==> src/sv/cpc_pkg.sv <==
// ----------------------------------------------------------------------------
// Cruise PI controller package
// Shared types, codes, reset values and the control store of the sequencer.
// ----------------------------------------------------------------------------
package cpc_pkg;

   localparam int PcWidth = 5;
   typedef logic [PcWidth-1:0] cpc_pc_type;

   typedef enum logic [2:0] {
      MODE_SAMPLE    = 3'd0,
      MODE_TICK      = 3'd1,
      MODE_ENGAGE    = 3'd2,
      MODE_DISENGAGE = 3'd3,
      MODE_SET_SPEED = 3'd4,
      MODE_RESUME    = 3'd5
   } cpc_mode_type;

   typedef enum logic [2:0] {
      CSR_PROP_GAIN      = 3'd0,
      CSR_INTEG_GAIN     = 3'd1,
      CSR_STEP_TIME      = 3'd2,
      CSR_THROTTLE_LIMIT = 3'd3,
      CSR_READY_RPM      = 3'd4
   } cpc_csr_type;

   localparam logic [15:0] PropGainReset      = 16'd52429;
   localparam logic [15:0] IntegGainReset     = 16'd6554;
   localparam logic [15:0] StepTimeReset      = 16'd3277;
   localparam logic [14:0] ThrottleLimitReset = 15'd25600;
   localparam logic [13:0] ReadyRpmReset      = 14'd50;

   typedef enum logic [3:0] {
      OP_NOP,
      OP_SAMPLE,
      OP_ENGAGE,
      OP_DISENGAGE,
      OP_SET_SPEED,
      OP_RESUME,
      OP_MUL_DT,
      OP_INTEG,
      OP_PROP,
      OP_SUM,
      OP_CLAMP
   } cpc_op_type;

   typedef enum logic [2:0] {
      COND_NEXT,
      COND_ALWAYS,
      COND_ACTIVE,
      COND_IDLE,
      COND_PEDAL,
      COND_NO_SAVED
   } cpc_cond_type;

   typedef struct packed {
      cpc_op_type   op;
      cpc_cond_type cond;
      cpc_pc_type   target;
      logic         done;
   } cpc_uword_type;

   typedef struct packed {
      cpc_op_type op;
      logic       exec;
      logic       emit;
   } cpc_ctrl_type;

   typedef struct packed {
      logic active;
      logic pedal;
      logic no_saved;
   } cpc_flags_type;

   typedef struct packed {
      logic [2:0]  mode;
      logic [15:0] speed_value;
      logic [13:0] engine_rpm;
      logic [14:0] pedal_throttle;
      logic        brake_on;
      logic        clutch_on;
   } cpc_item_type;

   typedef struct packed {
      logic [14:0] throttle_cmd;
      logic        engaged;
      logic [15:0] target_speed;
      logic [15:0] saved_speed;
      logic        ready_pulse;
   } cpc_result_type;

   localparam cpc_pc_type PC_EMIT       = 5'd0;
   localparam cpc_pc_type PC_SAMPLE     = 5'd1;
   localparam cpc_pc_type PC_TICK       = 5'd2;
   localparam cpc_pc_type PC_TICK_DROP  = 5'd9;
   localparam cpc_pc_type PC_ENGAGE     = 5'd10;
   localparam cpc_pc_type PC_DISENGAGE  = 5'd12;
   localparam cpc_pc_type PC_SET_SPEED  = 5'd14;
   localparam cpc_pc_type PC_RESUME     = 5'd16;

   function automatic cpc_pc_type cpc_dispatch(input logic [2:0] mode);
      cpc_pc_type pc;
      case (mode)
         MODE_SAMPLE:    pc = PC_SAMPLE;
         MODE_TICK:      pc = PC_TICK;
         MODE_ENGAGE:    pc = PC_ENGAGE;
         MODE_DISENGAGE: pc = PC_DISENGAGE;
         MODE_SET_SPEED: pc = PC_SET_SPEED;
         MODE_RESUME:    pc = PC_RESUME;
         default:        pc = PC_EMIT;
      endcase
      return pc;
   endfunction

   function automatic cpc_uword_type cpc_urom(input cpc_pc_type pc);
      cpc_uword_type uw;
      case (pc)
         5'd0:    uw = '{OP_NOP,       COND_NEXT,     PC_EMIT,      1'b1};
         5'd1:    uw = '{OP_SAMPLE,    COND_ALWAYS,   PC_EMIT,      1'b0};
         5'd2:    uw = '{OP_NOP,       COND_IDLE,     PC_EMIT,      1'b0};
         5'd3:    uw = '{OP_NOP,       COND_PEDAL,    PC_TICK_DROP, 1'b0};
         5'd4:    uw = '{OP_MUL_DT,    COND_NEXT,     PC_EMIT,      1'b0};
         5'd5:    uw = '{OP_INTEG,     COND_NEXT,     PC_EMIT,      1'b0};
         5'd6:    uw = '{OP_PROP,      COND_NEXT,     PC_EMIT,      1'b0};
         5'd7:    uw = '{OP_SUM,       COND_NEXT,     PC_EMIT,      1'b0};
         5'd8:    uw = '{OP_CLAMP,     COND_ALWAYS,   PC_EMIT,      1'b0};
         5'd9:    uw = '{OP_DISENGAGE, COND_ALWAYS,   PC_EMIT,      1'b0};
         5'd10:   uw = '{OP_NOP,       COND_ACTIVE,   PC_EMIT,      1'b0};
         5'd11:   uw = '{OP_ENGAGE,    COND_ALWAYS,   PC_EMIT,      1'b0};
         5'd12:   uw = '{OP_NOP,       COND_IDLE,     PC_EMIT,      1'b0};
         5'd13:   uw = '{OP_DISENGAGE, COND_ALWAYS,   PC_EMIT,      1'b0};
         5'd14:   uw = '{OP_NOP,       COND_IDLE,     PC_EMIT,      1'b0};
         5'd15:   uw = '{OP_SET_SPEED, COND_ALWAYS,   PC_EMIT,      1'b0};
         5'd16:   uw = '{OP_NOP,       COND_NO_SAVED, PC_EMIT,      1'b0};
         5'd17:   uw = '{OP_RESUME,    COND_ALWAYS,   PC_ENGAGE,    1'b0};
         default: uw = '{OP_NOP,       COND_ALWAYS,   PC_EMIT,      1'b0};
      endcase
      return uw;
   endfunction

endpackage

==> src/sv/cpc_channels.sv <==
// ----------------------------------------------------------------------------
// Cruise PI controller channels
// Valid/ready interfaces for the event words and the result words.
// ----------------------------------------------------------------------------
interface cpc_req_if;
   logic        valid;
   logic        ready;
   logic [2:0]  mode;
   logic [15:0] speed_value;
   logic [13:0] engine_rpm;
   logic [14:0] pedal_throttle;
   logic        brake_on;
   logic        clutch_on;

   modport source (
      output valid, mode, speed_value, engine_rpm, pedal_throttle, brake_on, clutch_on,
      input  ready
   );
   modport sink (
      input  valid, mode, speed_value, engine_rpm, pedal_throttle, brake_on, clutch_on,
      output ready
   );
endinterface

interface cpc_rsp_if;
   logic        valid;
   logic        ready;
   logic [14:0] throttle_cmd;
   logic        engaged;
   logic [15:0] target_speed;
   logic [15:0] saved_speed;
   logic        ready_pulse;

   modport source (
      output valid, throttle_cmd, engaged, target_speed, saved_speed, ready_pulse,
      input  ready
   );
   modport sink (
      input  valid, throttle_cmd, engaged, target_speed, saved_speed, ready_pulse,
      output ready
   );
endinterface

==> src/sv/cpc_sequencer.sv <==
// ----------------------------------------------------------------------------
// Cruise PI controller sequencer
// Step counter over the control store, with dispatch on the event mode and
// conditional jumps on datapath flags.
// ----------------------------------------------------------------------------
module cpc_sequencer (
   input  logic                  clock,
   input  logic                  reset,
   input  logic                  start,
   input  logic [2:0]            mode,
   input  logic                  stall,
   input  cpc_pkg::cpc_flags_type flags,
   output logic                  busy,
   output cpc_pkg::cpc_ctrl_type ctrl
);

   logic                   busy_ff, busy_in;
   cpc_pkg::cpc_pc_type    pc_ff, pc_in;
   cpc_pkg::cpc_uword_type uw;
   logic                   taken;

   always_comb begin
      uw = cpc_pkg::cpc_urom(pc_ff);
      case (uw.cond)
         cpc_pkg::COND_NEXT:     taken = 1'b0;
         cpc_pkg::COND_ALWAYS:   taken = 1'b1;
         cpc_pkg::COND_ACTIVE:   taken = flags.active;
         cpc_pkg::COND_IDLE:     taken = !flags.active;
         cpc_pkg::COND_PEDAL:    taken = flags.pedal;
         cpc_pkg::COND_NO_SAVED: taken = flags.no_saved;
         default:                taken = 1'b0;
      endcase

      ctrl.op   = uw.op;
      ctrl.exec = busy_ff && !(uw.done && stall);
      ctrl.emit = busy_ff && uw.done && !stall;

      busy_in = busy_ff;
      pc_in   = pc_ff;
      if (start) begin
         busy_in = 1'b1;
         pc_in   = cpc_pkg::cpc_dispatch(mode);
      end else if (ctrl.exec) begin
         if (uw.done) begin
            busy_in = 1'b0;
         end else if (taken) begin
            pc_in = uw.target;
         end else begin
            pc_in = pc_ff + cpc_pkg::cpc_pc_type'(1);
         end
      end
   end

   always_ff @(posedge clock) begin
      if (reset) begin
         busy_ff <= 1'b0;
         pc_ff   <= cpc_pkg::PC_EMIT;
      end else begin
         busy_ff <= busy_in;
         pc_ff   <= pc_in;
      end
   end

   assign busy = busy_ff;

endmodule

==> src/sv/cpc_datapath.sv <==
// ----------------------------------------------------------------------------
// Cruise PI controller datapath
// Control registers, controller state, the latched event word and one shared
// registered multiplier for the PI step.
// ----------------------------------------------------------------------------
module cpc_datapath (
   input  logic                    clock,
   input  logic                    reset,
   input  logic                    start,
   input  cpc_pkg::cpc_item_type   item,
   input  cpc_pkg::cpc_ctrl_type   ctrl,
   input  logic                    csr_write_en,
   input  logic [2:0]              csr_index,
   input  logic [15:0]             csr_write_data,
   output cpc_pkg::cpc_flags_type  flags,
   output cpc_pkg::cpc_result_type result
);

   logic [15:0] prop_gain_ff, integ_gain_ff, step_time_ff;
   logic [14:0] throttle_limit_ff;
   logic [13:0] ready_rpm_ff;

   cpc_pkg::cpc_item_type item_ff;

   logic        active_ff, active_in;
   logic        pending_ff, pending_in;
   logic [15:0] set_speed_ff, set_speed_in;
   logic [15:0] last_speed_ff, last_speed_in;
   logic [15:0] meas_speed_ff, meas_speed_in;
   logic [14:0] meas_thr_ff, meas_thr_in;
   logic        brake_ff, brake_in;
   logic        clutch_ff, clutch_in;
   logic        was_ready_ff, was_ready_in;
   logic        pulse_ff, pulse_in;
   logic [31:0] integ_ff, integ_in;
   logic [14:0] throttle_ff, throttle_in;

   logic signed [48:0] prod_ff, prod_in;
   logic signed [49:0] total_ff, total_in;

   logic signed [16:0] err;
   logic signed [31:0] mul_a;
   logic signed [16:0] mul_b;
   logic signed [32:0] integ_sum;
   logic signed [25:0] pi_out;
   logic signed [26:0] thr_sum;
   logic               rpm_low;

   always_ff @(posedge clock) begin
      if (reset) begin
         prop_gain_ff      <= cpc_pkg::PropGainReset;
         integ_gain_ff     <= cpc_pkg::IntegGainReset;
         step_time_ff      <= cpc_pkg::StepTimeReset;
         throttle_limit_ff <= cpc_pkg::ThrottleLimitReset;
         ready_rpm_ff      <= cpc_pkg::ReadyRpmReset;
      end else if (csr_write_en) begin
         case (csr_index)
            cpc_pkg::CSR_PROP_GAIN:      prop_gain_ff      <= csr_write_data;
            cpc_pkg::CSR_INTEG_GAIN:     integ_gain_ff     <= csr_write_data;
            cpc_pkg::CSR_STEP_TIME:      step_time_ff      <= csr_write_data;
            cpc_pkg::CSR_THROTTLE_LIMIT: throttle_limit_ff <= csr_write_data[14:0];
            cpc_pkg::CSR_READY_RPM:      ready_rpm_ff      <= csr_write_data[13:0];
            default: begin
            end
         endcase
      end
   end

   always_comb begin
      err       = $signed({1'b0, set_speed_ff}) - $signed({1'b0, meas_speed_ff});
      integ_sum = $signed({integ_ff[31], integ_ff}) + 33'($signed(prod_ff[32:8]));
      pi_out    = total_ff[49:24];
      thr_sum   = $signed({12'd0, throttle_ff}) + 27'(pi_out);
      rpm_low   = item_ff.engine_rpm < ready_rpm_ff;

      case (ctrl.op)
         cpc_pkg::OP_PROP: begin
            mul_a = $signed(integ_ff);
            mul_b = $signed({1'b0, integ_gain_ff});
         end
         cpc_pkg::OP_INTEG: begin
            mul_a = 32'(err);
            mul_b = $signed({1'b0, prop_gain_ff});
         end
         default: begin
            mul_a = 32'(err);
            mul_b = $signed({1'b0, step_time_ff});
         end
      endcase
      prod_in = 49'(mul_a) * 49'(mul_b);

      active_in     = active_ff;
      pending_in    = pending_ff;
      set_speed_in  = set_speed_ff;
      last_speed_in = last_speed_ff;
      meas_speed_in = meas_speed_ff;
      meas_thr_in   = meas_thr_ff;
      brake_in      = brake_ff;
      clutch_in     = clutch_ff;
      was_ready_in  = was_ready_ff;
      pulse_in      = pulse_ff;
      integ_in      = integ_ff;
      throttle_in   = throttle_ff;
      total_in      = total_ff;

      if (start) begin
         pulse_in = 1'b0;
      end else if (ctrl.exec) begin
         case (ctrl.op)
            cpc_pkg::OP_SAMPLE: begin
               meas_speed_in = item_ff.speed_value;
               meas_thr_in   = item_ff.pedal_throttle;
               brake_in      = item_ff.brake_on;
               clutch_in     = item_ff.clutch_on;
               pulse_in      = rpm_low && !was_ready_ff;
               was_ready_in  = rpm_low;
            end
            cpc_pkg::OP_ENGAGE: begin
               active_in = 1'b1;
               if (!pending_ff) begin
                  set_speed_in  = meas_speed_ff;
                  last_speed_in = meas_speed_ff;
               end
               pending_in  = 1'b0;
               throttle_in = meas_thr_ff;
               integ_in    = '0;
            end
            cpc_pkg::OP_DISENGAGE: begin
               active_in  = 1'b0;
               pending_in = 1'b0;
            end
            cpc_pkg::OP_SET_SPEED: begin
               set_speed_in  = item_ff.speed_value;
               last_speed_in = item_ff.speed_value;
            end
            cpc_pkg::OP_RESUME: begin
               set_speed_in = last_speed_ff;
               pending_in   = 1'b1;
            end
            cpc_pkg::OP_INTEG: begin
               if (integ_sum[32] != integ_sum[31]) begin
                  integ_in = integ_sum[32] ? 32'h8000_0000 : 32'h7FFF_FFFF;
               end else begin
                  integ_in = integ_sum[31:0];
               end
            end
            cpc_pkg::OP_PROP: begin
               total_in = $signed({prod_ff[41:0], 8'd0});
            end
            cpc_pkg::OP_SUM: begin
               total_in = total_ff + 50'(prod_ff);
            end
            cpc_pkg::OP_CLAMP: begin
               if (thr_sum[26]) begin
                  throttle_in = '0;
               end else if (thr_sum[25:0] > {11'd0, throttle_limit_ff}) begin
                  throttle_in = throttle_limit_ff;
               end else begin
                  throttle_in = thr_sum[14:0];
               end
            end
            default: begin
            end
         endcase
      end
   end

   always_ff @(posedge clock) begin
      if (reset) begin
         active_ff     <= 1'b0;
         pending_ff    <= 1'b0;
         set_speed_ff  <= '0;
         last_speed_ff <= '0;
         meas_speed_ff <= '0;
         meas_thr_ff   <= '0;
         brake_ff      <= 1'b0;
         clutch_ff     <= 1'b0;
         was_ready_ff  <= 1'b0;
         pulse_ff      <= 1'b0;
         integ_ff      <= '0;
         throttle_ff   <= '0;
      end else begin
         active_ff     <= active_in;
         pending_ff    <= pending_in;
         set_speed_ff  <= set_speed_in;
         last_speed_ff <= last_speed_in;
         meas_speed_ff <= meas_speed_in;
         meas_thr_ff   <= meas_thr_in;
         brake_ff      <= brake_in;
         clutch_ff     <= clutch_in;
         was_ready_ff  <= was_ready_in;
         pulse_ff      <= pulse_in;
         integ_ff      <= integ_in;
         throttle_ff   <= throttle_in;
      end
   end

   always_ff @(posedge clock) begin
      if (start) begin
         item_ff <= item;
      end
      prod_ff  <= prod_in;
      total_ff <= total_in;
   end

   assign flags.active   = active_ff;
   assign flags.pedal    = brake_ff || clutch_ff;
   assign flags.no_saved = (last_speed_ff == 16'd0);

   assign result.throttle_cmd = throttle_ff;
   assign result.engaged      = active_ff;
   assign result.target_speed = set_speed_ff;
   assign result.saved_speed  = last_speed_ff;
   assign result.ready_pulse  = pulse_ff;

endmodule

==> src/sv/cruise_pi_controller_top.sv <==
// ----------------------------------------------------------------------------
// Cruise PI controller
// Event engine for cruise control: sample, tick, engage, disengage, set speed
// and resume, with a PI step on a tick that adds to the held throttle.
//
//   Channel   Direction  Handshake        Word
//   req_chan  in         valid / ready    mode, speed, rpm, throttle, pedals
//   rsp_chan  out        valid / ready    throttle, engaged, speeds, ready
//   csr_*     in         write enable     register index, write data
//
// One event word is in work at a time. A PI tick takes the most microprogram
// steps from acceptance to its result word, since its three products share
// one registered multiplier across the microprogram steps.
// A result word waits in an output register, so the next event word is
// accepted while it is not yet taken. Reset is synchronous and needs no
// clearing pass.
// ----------------------------------------------------------------------------
module cruise_pi_controller_top (
   input  logic        clock,
   input  logic        reset,
   cpc_req_if.sink     req_chan,
   cpc_rsp_if.source   rsp_chan,
   input  logic        csr_write_en,
   input  logic [2:0]  csr_index,
   input  logic [15:0] csr_write_data
);

   cpc_pkg::cpc_item_type   item;
   cpc_pkg::cpc_ctrl_type   ctrl;
   cpc_pkg::cpc_flags_type  flags;
   cpc_pkg::cpc_result_type result;
   cpc_pkg::cpc_result_type rsp_word_ff;
   logic                    rsp_valid_ff, rsp_valid_in;
   logic                    busy;
   logic                    start;
   logic                    stall;

   assign item.mode           = req_chan.mode;
   assign item.speed_value    = req_chan.speed_value;
   assign item.engine_rpm     = req_chan.engine_rpm;
   assign item.pedal_throttle = req_chan.pedal_throttle;
   assign item.brake_on       = req_chan.brake_on;
   assign item.clutch_on      = req_chan.clutch_on;

   assign req_chan.ready = !busy;
   assign start          = req_chan.valid && !busy;
   assign stall          = rsp_valid_ff && !rsp_chan.ready;

   cpc_sequencer u_seq (
      .clock (clock),
      .reset (reset),
      .start (start),
      .mode  (req_chan.mode),
      .stall (stall),
      .flags (flags),
      .busy  (busy),
      .ctrl  (ctrl)
   );

   cpc_datapath u_dp (
      .clock          (clock),
      .reset          (reset),
      .start          (start),
      .item           (item),
      .ctrl           (ctrl),
      .csr_write_en   (csr_write_en),
      .csr_index      (csr_index),
      .csr_write_data (csr_write_data),
      .flags          (flags),
      .result         (result)
   );

   always_comb begin
      rsp_valid_in = rsp_valid_ff;
      if (ctrl.emit) begin
         rsp_valid_in = 1'b1;
      end else if (rsp_chan.ready) begin
         rsp_valid_in = 1'b0;
      end
   end

   always_ff @(posedge clock) begin
      if (reset) begin
         rsp_valid_ff <= 1'b0;
      end else begin
         rsp_valid_ff <= rsp_valid_in;
      end
   end

   always_ff @(posedge clock) begin
      if (ctrl.emit) begin
         rsp_word_ff <= result;
      end
   end

   assign rsp_chan.valid        = rsp_valid_ff;
   assign rsp_chan.throttle_cmd = rsp_word_ff.throttle_cmd;
   assign rsp_chan.engaged      = rsp_word_ff.engaged;
   assign rsp_chan.target_speed = rsp_word_ff.target_speed;
   assign rsp_chan.saved_speed  = rsp_word_ff.saved_speed;
   assign rsp_chan.ready_pulse  = rsp_word_ff.ready_pulse;

`ifndef ASSERT_OFF
   a_one_in_work: assert property (@(posedge clock) disable iff (reset)
      req_chan.valid && req_chan.ready |=> !req_chan.ready)
      else $error("Event word accepted while another is in work.");

   a_emit_shows: assert property (@(posedge clock) disable iff (reset)
      ctrl.emit |=> rsp_chan.valid)
      else $error("Finished result word did not reach the output.");

   a_no_overwrite: assert property (@(posedge clock) disable iff (reset)
      ctrl.emit |-> !(rsp_valid_ff && !rsp_chan.ready))
      else $error("Result word overwrote one not yet taken.");
`endif

endmodule

==> src/flat_wrapper.sv <==
// flat-port wrapper written by rule: the top's interface ports become plain ports
module cruise_pi_controller_top_flat 
  (clock, reset, csr_write_en, csr_index, csr_write_data, req_chan_valid, req_chan_mode, req_chan_speed_value, req_chan_engine_rpm, req_chan_pedal_throttle, req_chan_brake_on, req_chan_clutch_on, req_chan_ready, rsp_chan_valid, rsp_chan_throttle_cmd, rsp_chan_engaged, rsp_chan_target_speed, rsp_chan_saved_speed, rsp_chan_ready_pulse, rsp_chan_ready);
  cpc_req_if req_chan_i ();
  cpc_rsp_if rsp_chan_i ();
  input  logic clock;
  input  logic reset;
  input  logic csr_write_en;
  input  logic [2:0] csr_index;
  input  logic [15:0] csr_write_data;
  input wire logic [$bits(req_chan_i.valid)-1:0] req_chan_valid;
  input wire logic [$bits(req_chan_i.mode)-1:0] req_chan_mode;
  input wire logic [$bits(req_chan_i.speed_value)-1:0] req_chan_speed_value;
  input wire logic [$bits(req_chan_i.engine_rpm)-1:0] req_chan_engine_rpm;
  input wire logic [$bits(req_chan_i.pedal_throttle)-1:0] req_chan_pedal_throttle;
  input wire logic [$bits(req_chan_i.brake_on)-1:0] req_chan_brake_on;
  input wire logic [$bits(req_chan_i.clutch_on)-1:0] req_chan_clutch_on;
  output wire logic [$bits(req_chan_i.ready)-1:0] req_chan_ready;
  output wire logic [$bits(rsp_chan_i.valid)-1:0] rsp_chan_valid;
  output wire logic [$bits(rsp_chan_i.throttle_cmd)-1:0] rsp_chan_throttle_cmd;
  output wire logic [$bits(rsp_chan_i.engaged)-1:0] rsp_chan_engaged;
  output wire logic [$bits(rsp_chan_i.target_speed)-1:0] rsp_chan_target_speed;
  output wire logic [$bits(rsp_chan_i.saved_speed)-1:0] rsp_chan_saved_speed;
  output wire logic [$bits(rsp_chan_i.ready_pulse)-1:0] rsp_chan_ready_pulse;
  input wire logic [$bits(rsp_chan_i.ready)-1:0] rsp_chan_ready;
  assign req_chan_i.valid = req_chan_valid;
  assign req_chan_i.mode = req_chan_mode;
  assign req_chan_i.speed_value = req_chan_speed_value;
  assign req_chan_i.engine_rpm = req_chan_engine_rpm;
  assign req_chan_i.pedal_throttle = req_chan_pedal_throttle;
  assign req_chan_i.brake_on = req_chan_brake_on;
  assign req_chan_i.clutch_on = req_chan_clutch_on;
  assign req_chan_ready = req_chan_i.ready;
  assign rsp_chan_valid = rsp_chan_i.valid;
  assign rsp_chan_throttle_cmd = rsp_chan_i.throttle_cmd;
  assign rsp_chan_engaged = rsp_chan_i.engaged;
  assign rsp_chan_target_speed = rsp_chan_i.target_speed;
  assign rsp_chan_saved_speed = rsp_chan_i.saved_speed;
  assign rsp_chan_ready_pulse = rsp_chan_i.ready_pulse;
  assign rsp_chan_i.ready = rsp_chan_ready;
  cruise_pi_controller_top u_core (.clock(clock), .reset(reset), .req_chan(req_chan_i), .rsp_chan(rsp_chan_i), .csr_write_en(csr_write_en), .csr_index(csr_index), .csr_write_data(csr_write_data));
endmodule
==> config.mk <==
export PLATFORM = sky130hd
export DESIGN_NAME = cruise_pi_controller_top_flat
export DESIGN_NICKNAME = d
export VERILOG_FILES = /design/src/sv/cpc_pkg.sv /design/src/sv/cpc_channels.sv /design/src/sv/cpc_sequencer.sv /design/src/sv/cpc_datapath.sv /design/src/sv/cruise_pi_controller_top.sv /design/src/flat_wrapper.sv
export SDC_FILE = /design/constraint.sdc
export NUM_CORES = 2
export LEC_CHECK = 0
export BUFFER_PORTS_ARGS = -buffer_cell sky130_fd_sc_hd__buf_4
export CAP_MARGIN = 20
export CORE_UTILIZATION = 26
export DETAILED_ROUTE_END_ITERATION = 10
export PLACE_DENSITY_LB_ADDON = 0.15
export SLEW_MARGIN = 10
export SYNTH_ARGS = -nofsm -noshare
export SYNTH_HDL_FRONTEND = slang
export SYNTH_HIERARCHICAL = 1
export SYNTH_SLANG_ARGS = --single-unit
==> constraint.sdc <==
create_clock -name clock -period 12.25 [get_ports clock]
set_clock_uncertainty 0.2 [all_clocks]
set_input_delay 2.45 -clock clock [delete_from_list [all_inputs] [get_ports clock]]
set_output_delay 2.45 -clock clock [all_outputs]
set_load 0.02 [all_outputs]
==> impl_metrics.json <==
{
  "die-area_sq_um": 155000,
  "synth_flop_cell": "dfxtp_1",
  "hold_viol_final": 0,
  "gp_congestion": 0.848,
  "relSlewSlack": 0.238,
  "dr.pass1.iters": 6,
  "syn_nets": 5356,
  "filler_cell_count": 16300,
  "die_w_microns": 394,
  "fin_crit_ns": 10.49,
  "synth_xor_area_frac": 0.0290,
  "drt_wl_total_microns": 138000,
  "htreeDepth": 2,
  "ys_async_sr_fraction": 0,
  "worst_setup_path_start_kind": "register",
  "worst_path_largest_cell_delay_ns": 0.92,
  "nets": 5378,
  "clock_path_buffers": 3,
  "seqCellArea_sq_um": 9590,
  "postCtsHoldBufs": 0,
  "drive_gt1_frac": 0.0734,
  "layout_common_cells": "693 x inv_1, 533 x nand2_1, 493 x fa_1, 367 x a21oi_1, 275 x nor2_1",
  "design.portCount": 125,
  "drc_errors": 0,
  "critPathSlowestCell": "o31ai_4",
  "first_global_vias": 32300,
  "muxShareOfSynthArea": 0.00420,
  "postLayoutSetupSlackWorst_ns": 1.76,
  "syn_avg_cell_area_sq_um": 8.82,
  "synthTopCellsByArea": "fa_1 25%, dfxtp_1 13%, edfxtp_1 11%, ha_1 8.3%, inv_1 6.5%",
  "dp_worst_setup_slack_ns": 1.73,
  "rsz0062_at_grt": "false",
  "dp_hpwl_microns": 109000,
  "yosys.area.top_type": "fa_1",
  "ant_nets": 0,
  "crit_required_ns": 12.62,
  "grt_first_pass_wirelength_microns": 207000,
  "setup_violations": 0,
  "grt_use_met1": 0.249,
  "cts_post_setup_buffers_inserted": 0,
  "vias": 32000,
  "netlist_instances": 4525,
  "worst_pin_slew_ns": 1.14,
  "synth_compound_area_frac": 0.174,
  "synth_top_family_by_area": "adder cells",
  "grt.total_usage": 0.176,
  "cts-resized-gates": 0,
  "numCtsBuffers": 51,
  "synth_seq_cells": 406,
  "area_growth_syn_to_layout_pct": 12.5,
  "root_buffer": "clkbuf_16",
  "synth_edf_count": 146,
  "grt.met2_usage": 0.282,
  "hp-class": "register to register",
  "use_met3": 0.0197,
  "synth_seq_area_share": 0.240,
  "crit_fanout": 48,
  "core_sq_um": 152000,
  "num_rows": 143,
  "final_common_cell": "inv_1",
  "finalCritPeriodShare": 0.856,
  "start_util": 0.262,
  "grt_max_degree": 90,
  "grt_overflow": 0,
  "syn-cell-area_sq_um": 39900,
  "max_freq_mhz": 95.3,
  "path_common_cell": "fa_1",
  "wl_per_cell_microns": 20.9,
  "yosys.area.top_type_share": 0.247,
  "slew_violations": 0,
  "die_height_microns": 394,
  "multi_input_area_sq_um": 26900,
  "synth_cell_type_count": 95,
  "clock_sinks": 406,
  "critPathKind": "register to register",
  "fin_tns_setup_ns": 0,
  "portBuffers": 124,
  "cp-end-kind": "register",
  "drtIter0Drc": 2199,
  "busiest_layer": "met2",
  "viasPerCell": 4.83,
  "yosys.area_share.simple": 0.135,
  "path_clk_slew_ns": 0.06,
  "ys_warn_count": 6,
  "cts_tree": "yes",
  "worst-endpoint-arrival_ns": 10.86,
  "outcome": "finished, final reports clean",
  "synthAdderAreaFrac": 0.330,
  "cap_violations": 0,
  "clk_latency_ns": 0.63,
  "antenna_found_initial": 3
}
[logic make-up after synthesis]
family                     count (synthesis)
and+or+nand+nor                         1192
AOI/OAI and AO/OA                       1107
buffers and inverters                    915
adders and majority gates                757
DFF                                      406
xor gates and xnor gates                 132
muxes                                     16
[routing by layer]
| metal | vias up | routed length (microns) |
|---|---|---|
| met5 | - | 0 |
| met4 | 0 | 3740 |
| met3 | 119 | 6220 |
| met2 | 723 | 62200 |
| met1 | 16000 | 66100 |
| li1 | 15100 | - |
[critical path, delay by kind of cell, from the launching register on]
family	cells	cell delay, ns
buffers and inverters	6	0.81
and+or+nand+nor	4	1.00
adders and majority gates	9	4.05
DFF	1	0.35
AOI/OAI and AO/OA	15	4.01
[layout make-up]
cell class,count,share of cell area
multi-input combinational,3204,0.600
sequential,406,0.214
inverter,694,0.0580
tap,2030,0.0566
clock buffer,65,0.0321
timing repair buffer,190,0.0321
clock inverter,30,0.00722
antenna,1,0.0000558
[worst paths after layout]
kind	from	endpoint	slack (ns)	depth (start not counted)
setup / recovery	u_core/u_dp/set_speed_ff[0]$_SDFFE_PP0P_	u_core/u_dp/prod_ff[45]$_DFF_P_	1.76	34
hold / removal	u_core/u_dp/brake_ff$_SDFFE_PP0P_	u_core/u_dp/brake_ff$_SDFFE_PP0P_	0.25	2
setup reg to reg	u_core/u_dp/set_speed_ff[0]$_SDFFE_PP0P_	u_core/u_dp/prod_ff[45]$_DFF_P_	1.76	34
hold reg to reg	u_core/u_dp/brake_ff$_SDFFE_PP0P_	u_core/u_dp/brake_ff$_SDFFE_PP0P_	0.25	2
[stage by stage]
stage	instance area (sq um)	std cells	util	hold WS (ns)
6_report	44900	6620	0.295	0.247
5_1_grt	44900	6619	0.295	0.272
4_1_cts	44900	6618	0.295	0.249
3_5_place_dp	43100	6523	0.283	0.238
3_3_place_gp	43100	6522	0.283	0.238
2_1_floorplan	39900	4525	-	0.231
[cells in the mapped netlist, types with 45 or more instances]
cell type / n
a21o_1: 89
a21oi_1: 373
clkbuf_1: 187
dfxtp_1: 260
edfxtp_1: 146
fa_1: 493
ha_1: 264
inv_1: 694
nand2_1: 535
nand2b_1: 45
nand3_1: 88
nor2_1: 277
o21ai_0: 266
xnor2_1: 82
xor2_1: 50
[flip-flops by register name, summed over array words and instances, names as in the netlist, 14 cells and up]
signal	cells
u_core/u_dp/last_speed_ff	16
u_core/rsp_chan.throttle_cmd	15
u_core/u_dp/integ_ff	32
u_core/u_dp/throttle_ff	15
u_core/u_dp/meas_speed_ff	16
u_core/u_dp/throttle_limit_ff	15
u_core/u_dp/integ_gain_ff	16
u_core/u_dp/prod_ff	49
u_core/rsp_chan.target_speed	16
u_core/u_dp/item_ff	47
u_core/u_dp/ready_rpm_ff	14
u_core/u_dp/total_ff	50
u_core/u_dp/step_time_ff	16
u_core/rsp_chan.saved_speed	16
u_core/u_dp/prop_gain_ff	16
u_core/u_dp/set_speed_ff	16
u_core/u_dp/meas_thr_ff	15
Power is left out: the tool's default activity adds up to more than one toggle a clock period on the data nets, which glitch-free logic cannot reach.
